$ cat src/sv/kmd_pkg.sv
// ----------------------------------------------------------------------------
// kmd_pkg: key matrix debouncer shared definitions
// Constants, defaults and the event batch passed from the key lanes to the
// event serializer.
// ----------------------------------------------------------------------------
package kmd_pkg;

  localparam int LEVEL_BITS     = 4;
  localparam int ROW_W          = $clog2(LEVEL_BITS);
  localparam int COL_W          = 4;
  localparam int TIME_W         = 32;
  localparam int DEBOUNCE_W     = 16;
  localparam int ROWS_DEFAULT   = 4;
  localparam int COLS_DEFAULT   = 9;
  localparam logic [DEBOUNCE_W-1:0] DEBOUNCE_RESET = 16'd20;

  typedef struct packed {
    logic [LEVEL_BITS-1:0] fire;
    logic [LEVEL_BITS-1:0] level;
    logic [COL_W-1:0]      column;
  } kmd_batch_t;

endpackage

$ cat src/sv/kmd_lane.sv
// ----------------------------------------------------------------------------
// kmd_lane: debounce state for one row of the matrix
// Keeps raw level, stable level and last change time for every column of one
// row and flags a stable level change for the addressed key.
// ----------------------------------------------------------------------------
module kmd_lane #(
  parameter int COLS = kmd_pkg::COLS_DEFAULT,
  parameter int CW   = (COLS > 1) ? $clog2(COLS) : 1
) (
  input  logic                            clk,
  input  logic                            rst,
  input  logic                            en,
  input  logic [CW-1:0]                   col_idx,
  input  logic                            raw,
  input  logic [kmd_pkg::TIME_W-1:0]      now_ms,
  input  logic [kmd_pkg::DEBOUNCE_W-1:0]  debounce_ms,
  output logic                            fire
);
  import kmd_pkg::*;

  logic              raw_seen    [COLS];
  logic              stable_keys [COLS];
  logic [TIME_W-1:0] change_time [COLS];

  logic              changed;
  logic [TIME_W-1:0] ct_eff;
  logic [TIME_W-1:0] elapsed;

  always_comb begin
    changed = raw != raw_seen[col_idx];
    ct_eff  = changed ? now_ms : change_time[col_idx];
    elapsed = now_ms - ct_eff;
    fire    = (raw != stable_keys[col_idx]) &&
              (elapsed >= TIME_W'(debounce_ms));
  end

  always_ff @(posedge clk) begin
    if (rst) begin
      for (int c = 0; c < COLS; c++) begin
        raw_seen[c]    <= 1'b0;
        stable_keys[c] <= 1'b0;
        change_time[c] <= '0;
      end
    end else if (en) begin
      raw_seen[col_idx] <= raw;
      if (changed) begin
        change_time[col_idx] <= now_ms;
      end
      if (fire) begin
        stable_keys[col_idx] <= raw;
      end
    end
  end

endmodule

$ cat src/sv/kmd_merge.sv
// ----------------------------------------------------------------------------
// kmd_merge: event serializer
// Holds the events one scan produced and hands them out one transaction at a
// time, lowest row first, through a registered output stage.
// ----------------------------------------------------------------------------
module kmd_merge (
  input  logic                        clk,
  input  logic                        rst,
  input  logic                        load,
  input  kmd_pkg::kmd_batch_t         batch,
  output logic                        free,
  output logic                        out_valid,
  input  logic                        out_stall,
  output logic [kmd_pkg::ROW_W-1:0]   key_row,
  output logic [kmd_pkg::COL_W-1:0]   key_column,
  output logic                        pressed,
  output logic                        last_event
);
  import kmd_pkg::*;

  logic [LEVEL_BITS-1:0] mask;
  logic [LEVEL_BITS-1:0] levels;
  logic [COL_W-1:0]      column;

  logic [ROW_W-1:0]      sel;
  logic [LEVEL_BITS-1:0] rest;
  logic                  move;

  always_comb begin
    sel = '0;
    for (int i = LEVEL_BITS - 1; i >= 0; i--) begin
      if (mask[i]) begin
        sel = ROW_W'(i);
      end
    end
    rest = mask;
    rest[sel] = 1'b0;
    move = (|mask) && (!out_valid || !out_stall);
    free = !(|mask) || (move && !(|rest));
  end

  always_ff @(posedge clk) begin
    if (rst) begin
      mask <= '0;
    end else if (load) begin
      mask <= batch.fire;
    end else if (move) begin
      mask <= rest;
    end
  end

  always_ff @(posedge clk) begin
    if (load) begin
      levels <= batch.level;
      column <= batch.column;
    end
  end

  always_ff @(posedge clk) begin
    if (rst) begin
      out_valid <= 1'b0;
    end else if (move) begin
      out_valid <= 1'b1;
    end else if (!out_stall) begin
      out_valid <= 1'b0;
    end
  end

  always_ff @(posedge clk) begin
    if (move) begin
      key_row    <= sel;
      key_column <= column;
      pressed    <= levels[sel];
      last_event <= !(|rest);
    end
  end

endmodule

$ cat src/sv/key_matrix_debouncer.sv
// ----------------------------------------------------------------------------
// key_matrix_debouncer: key matrix scan debouncer
// Debounces the keys of one scanned column per transaction and reports each
// stable press or release as a separate output transaction.
// ----------------------------------------------------------------------------
// First event path: accept loads the event mask, then the output register.
// Flow: a scan causes at most 4 events, sent one at a time by the serializer;
//   it takes a new scan as the last event leaves; all lanes update together.
// Reset: synchronous; all keys released, change times zero, debounce_ms = 20.
// ----------------------------------------------------------------------------
module key_matrix_debouncer #(
  parameter int ROWS = kmd_pkg::ROWS_DEFAULT,
  parameter int COLS = kmd_pkg::COLS_DEFAULT
) (
  input  logic                            clk,
  input  logic                            rst,
  input  logic                            cfg_valid,
  output logic                            cfg_ready,
  input  logic [kmd_pkg::DEBOUNCE_W-1:0]  debounce_ms,
  input  logic                            in_valid,
  output logic                            in_stall,
  input  logic [kmd_pkg::COL_W-1:0]       column,
  input  logic [kmd_pkg::LEVEL_BITS-1:0]  row_levels,
  input  logic [kmd_pkg::TIME_W-1:0]      now_ms,
  output logic                            out_valid,
  input  logic                            out_stall,
  output logic [kmd_pkg::ROW_W-1:0]       key_row,
  output logic [kmd_pkg::COL_W-1:0]       key_column,
  output logic                            pressed,
  output logic                            last_event
);
  import kmd_pkg::*;

  localparam int LANES = (ROWS < LEVEL_BITS) ? ROWS : LEVEL_BITS;
  localparam int CW    = (COLS > 1) ? $clog2(COLS) : 1;
  localparam int XW    = (CW > COL_W) ? CW : COL_W;

  logic [DEBOUNCE_W-1:0] debounce;
  logic                  accept;
  logic                  in_range;
  logic                  free;
  logic [XW-1:0]         col_ext;
  logic [CW-1:0]         col_idx;
  kmd_batch_t            batch;

  assign cfg_ready = 1'b1;

  always_ff @(posedge clk) begin
    if (rst) begin
      debounce <= DEBOUNCE_RESET;
    end else if (cfg_valid && cfg_ready) begin
      debounce <= debounce_ms;
    end
  end

  assign in_stall = !free;
  assign accept   = in_valid && !in_stall;
  assign col_ext  = XW'(column);
  assign col_idx  = col_ext[CW-1:0];
  assign in_range = 32'(column) < 32'(COLS);

  assign batch.level  = row_levels;
  assign batch.column = column;

  for (genvar r = 0; r < LEVEL_BITS; r++) begin : g_lane
    if (r < LANES) begin : g_on
      logic hit;
      kmd_lane #(
        .COLS (COLS),
        .CW   (CW)
      ) u_lane (
        .clk         (clk),
        .rst         (rst),
        .en          (accept && in_range),
        .col_idx     (col_idx),
        .raw         (row_levels[r]),
        .now_ms      (now_ms),
        .debounce_ms (debounce),
        .fire        (hit)
      );
      assign batch.fire[r] = hit && in_range;
    end else begin : g_off
      assign batch.fire[r] = 1'b0;
    end
  end

  kmd_merge u_merge (
    .clk        (clk),
    .rst        (rst),
    .load       (accept),
    .batch      (batch),
    .free       (free),
    .out_valid  (out_valid),
    .out_stall  (out_stall),
    .key_row    (key_row),
    .key_column (key_column),
    .pressed    (pressed),
    .last_event (last_event)
  );

  a_burst_continues: assert property (@(posedge clk) disable iff (rst)
    (out_valid && !out_stall && !last_event) |=> out_valid)
    else $error("event burst broke before its last event");

  a_burst_order: assert property (@(posedge clk) disable iff (rst)
    (out_valid && !out_stall && !last_event) |=>
      (key_column == $past(key_column)) && (key_row > $past(key_row)))
    else $error("events of one scan out of order or mixed columns");

  a_column_range: assert property (@(posedge clk) disable iff (rst)
    out_valid |-> (32'(key_column) < 32'(COLS)))
    else $error("event reported for a column outside the matrix");

endmodule

$ cat config.mk
export PLATFORM = sky130hd
export DESIGN_NAME = key_matrix_debouncer
export DESIGN_NICKNAME = d
export VERILOG_FILES = /design/src/sv/kmd_pkg.sv /design/src/sv/kmd_lane.sv /design/src/sv/kmd_merge.sv /design/src/sv/key_matrix_debouncer.sv
export SDC_FILE = /design/constraint.sdc
export NUM_CORES = 2
export LEC_CHECK = 0
export BUFFER_PORTS_ARGS = -buffer_cell sky130_fd_sc_hd__buf_2
export CAP_MARGIN = 0
export CORE_MARGIN = 2
export CORE_UTILIZATION = 46
export CTS_BUF_LIST = sky130_fd_sc_hd__clkbuf_2 sky130_fd_sc_hd__clkbuf_4 sky130_fd_sc_hd__clkbuf_8
export CTS_CLUSTER_DIAMETER = 80
export DETAILED_ROUTE_END_ITERATION = 7
export SYNTH_ARGS = -nofsm -noshare
export SYNTH_HDL_FRONTEND = slang
export SYNTH_SLANG_ARGS = --single-unit
export TNS_END_PERCENT = 30
$ cat constraint.sdc
create_clock -name clk -period 7.4 [get_ports clk]
set_clock_uncertainty 0.1 [all_clocks]
set_input_delay 0.74 -clock clk [delete_from_list [all_inputs] [get_ports clk]]
set_output_delay 0.74 -clock clk [all_outputs]
set_load 0.02 [all_outputs]
==> impl_summary.log <==
[metrics] run status: complete, no violations
[metrics] sequential-to-total area share from yosys stat: 66.2%
[metrics] die outline width: 470 um
[metrics] clock latency of the later-clocked register in the worst-skew pair: 1.09 ns
[metrics] syn_area_per_cell: 15.7 um^2
[metrics] antenna violations before repair: 21
[metrics] core region area: 0.217 mm^2
[metrics] share of the clock period used by the worst path after layout: 95.0%
[metrics] max-slew violation total from the final report: 0
[metrics] arrival time of data at the critical path endpoint: 7.75 ns
[metrics] async set or reset register ratio after synthesis: 0%
[metrics] maximum clock frequency: 142 MHz
[metrics] height of the die: 470 um
[metrics] number of buffers created by CTS: 388
[metrics] detailed-route via count: 63.0k
[metrics] vias per cell: 5.74
[metrics] number of nets in the final layout: 8100
[metrics] sum of net half-perimeters after detailed placement: 190000 um
[metrics] portion of synthesized cell area occupied by the leading cell type: 65.8%
[metrics] count of cell instances traversed by the critical path: 26
[metrics] post-route worst hold slack: 0.0916 ns
[metrics] slew at the pin closest to its max-slew limit: 1.14 ns
[metrics] clock transition at the register clock pins on the worst setup and hold paths after CTS: 0.06 ns
[metrics] CTS tree: built
[metrics] count of pins on the block boundary: 72
[metrics] FF-to-FF End: g_lane[1].g_on.u_lane.stable_keys[3]
[metrics] Crit-path slowest cell: mux2i_1
[metrics] share of final-layout standard cells stronger than drive strength 1: 23.0%
[metrics] number of flip-flops and latches in the synthesized netlist: 2213
[metrics] type of the setup path with the least slack: reg -> reg
[metrics] Antenna Violating Nets Remaining: 0
[metrics] initial cell density of the core: 46.2%
[metrics] maximum number of pins on one net before global-route repair: 102
[metrics] most area-consuming cells after synthesis: edfxtp_1, mux4_2, nor2_1
[metrics] cell type with the largest total area after synthesis: edfxtp_1
[metrics] most frequent cell on the critical path: nor2_1
[metrics] register-to-register setup slack: 0.37 ns
[metrics] tightest slew margin relative to the limit: 24.0%
[metrics] yosys synthesis warning count: 0
[metrics] Die ar.: 0.221 mm^2
[metrics] buffers from clock root to sink, at most: 4
[metrics] GPL Wtd Cong: 0.945
[metrics] Critical path origin: g_lane[1].g_on.u_lane.raw_seen[10]
[metrics] post-route setup TNS: 0 ns
[metrics] WL/cell: 27.7 um
[metrics] leakage power figure: 0.0438 uW
[metrics] classification of the worst-slack hold path: in -> reg
[metrics] number of setup violations in the final report: 0
[metrics] launch point of the worst reg-to-reg path: g_lane[1].g_on.u_lane.raw_seen[10]
[metrics] number of enable-type register cells in the synthesized netlist: 2192
[metrics] Power Dens Cells: 262 mW/mm^2
[metrics] CP startpoint kind: flip-flop
[metrics] start point of the worst hold path: column[3]
[metrics] Post-Synthesis Cell Area: 0.100 mm^2
[metrics] number of sinks on the clock net: 2213
[metrics] utilization after layout: 54.3%
[metrics] first-pass GRT wire length: 436000 um
[metrics] most instantiated library cell after synthesis: edfxtp_1
[metrics] worst supply voltage drop on vdd: 0.207 mV
[metrics] setup fix buffers added after clock tree synthesis: 0
[metrics] Final Total Pwr: 30800 uW
[metrics] H-Tree Level Count: 5
[metrics] violation count after the first detailed-route iteration: 7246
[metrics] Post-Route WL: 304000 um
[metrics] vias in the first global route: 63.3k
[metrics] first-pass iteration count of the detailed router: 6
[metrics] cell types with the highest counts after synthesis: edfxtp_1, nor2_1, mux4_2
[metrics] number of core rows: 171
[metrics] data required time at the worst endpoint: 8.12 ns
[metrics] clock period minus final worst setup slack: 7.03 ns
[metrics] capture point of the worst path: g_lane[1].g_on.u_lane.stable_keys[3]
[metrics] signed area change from the synthesized netlist to the final layout: 17.6%
[metrics] Max FO, Critical Path: 9
[metrics] Root Driver: clkbuf_8
[metrics] number of endpoints with negative hold slack in the final report: 0
[metrics] FF-to-FF path depth: 26
[metrics] RSZ-0062 raised after global routing: false
[metrics] post-detailed-route DRC marker count: 0
[metrics] ys flop type: edfxtp_1
[metrics] largest incremental delay on the critical path: 0.56 ns
[metrics] aggregate global routing overflow: 0
[metrics] unique cell type count in the Yosys netlist: 85
[metrics] synthesized instance count: 6364
[metrics] top cell family by delay on the critical path: compound AO/OA/AOI/OAI gates
[metrics] Port-buffer cells: 70
[metrics] Maximum Capacitance Violations: 0
[metrics] type of element capturing the critical path: flip-flop
[metrics] all-layer global routing usage: 27.5%
[metrics] Bufs and invs on worst path: 2
## through the flow
step | worst slack [ns] | cells | instance area (um^2)
2_1_floorplan | -0.0238 | 7315 | 104000
3_3_place_gp | -0.195 | 10300 | 110000
5_1_grt | 0.0494 | 11000 | 118000
3_5_place_dp | -0.290 | 10300 | 110000
6_report | 0.370 | 11000 | 118000
4_1_cts | 0.337 | 11000 | 118000
## per-layer routing
layer	up-vias	share of wire (%)	global-route usage, %	routed length (um)
met3	539	8.7	4.70	26500
li1	26700	-	-	-
met1	32600	40	38.1	123000
met4	0	3.5	9.33	10600
met5	-	0	0	0
met2	3031	47	44.2	144000
## timing repair
item,CTS,global route
setup endpoints to repair,0,18
hold buffers,41,0
resized for setup,0,5
hold endpoints to repair,75,0
## cells by family after synthesis
family	share of synthesized area [%]
flip-flops	66.2
multiplexers	16.2
other	0.00751
AND/OR/NAND/NOR	8.09
AO/OA/AOI/OAI	4.11
buffers and inverters	2.07
adder cells (fa/ha/maj)	2.44
XOR/XNOR	0.839
## registers in the layout (all words and copies together), names as in the netlist, 2 cells and up
name and count:
u_merge.mask 4, g_lane.g_on.u_lane.raw_seen 64, u_merge.key_column 4, u_merge.levels 4
u_merge.key_row 2, g_lane.g_on.u_lane.stable_keys 64, debounce 16, g_lane.g_on.u_lane.change_time 2048
u_merge.column 4
## power breakdown
part	leakage (uW)	internal, uW	switching, uW
Sequential	0.0224	14500	170
Clock	0.00383	5820	4900
Combinational	0.0176	2140	3230
Total	0.0438	22500	8300
## area by class of cell
class | count | area (um^2)
inverters | 66 | 256
multi-input cells | 4612 | 35700
fillers | 18000 | 99100
clock buffers | 549 | 6590
flip-flops and latches | 2213 | 66200
diodes | 8 | 20.0
clock inverters | 108 | 596
repair buffers | 566 | 4690
well taps | 2854 | 3570
## cell usage in the layout (no fill, tap or decap), types with 24 or more instances in the layout
| cell type | Yosys | final |
|---|---|---|
| edfxtp_1 | 2192 | 2192 |
| nor2_1 | 1296 | 1295 |
| conb_1 | 2 | 953 |
| mux4_2 | 668 | 668 |
| buf_4 | 9 | 416 |
| clkbuf_8 | 0 | 396 |
| nand2_1 | 376 | 340 |
| ha_1 | 188 | 188 |
| clkbuf_4 | 0 | 154 |
| a21oi_1 | 153 | 152 |
| o21ai_0 | 127 | 117 |
| mux2i_1 | 114 | 114 |
| clkinv_1 | 1 | 67 |
| buf_2 | 145 | 67 |
| inv_1 | 65 | 64 |
| xnor2_1 | 65 | 63 |
| a21o_1 | 62 | 62 |
| nor3_1 | 53 | 53 |
| and3_1 | 43 | 43 |
| dlygate4sd3_1 | 0 | 41 |
| nand3_1 | 40 | 40 |
| buf_12 | 0 | 39 |
| nand4_1 | 38 | 38 |
| a21boi_0 | 35 | 34 |
| o21a_1 | 29 | 29 |
| a31oi_1 | 29 | 29 |
| xor2_1 | 29 | 27 |
| o211ai_1 | 26 | 26 |
| clkinv_2 | 0 | 26 |
| a211oi_1 | 26 | 25 |
| nor2b_1 | 24 | 24 |
## worst min-delay path by stage
stage | to | slack [ns] | cells past startpoint
after CTS | u_merge.column[3] | 0.001 | 2
after detailed placement | u_merge.key_column[1] | 0.30 | 0
after global routing | g_lane[2].g_on.u_lane.change_time[10][19] | 0.02 | 1
after global placement | u_merge.key_column[2] | 0.30 | 0
after floorplan | u_merge.key_column[0] | 0.30 | 0
final | u_merge.column[3] | 0.09 | 2
Power figures use the tool's default switching activity.
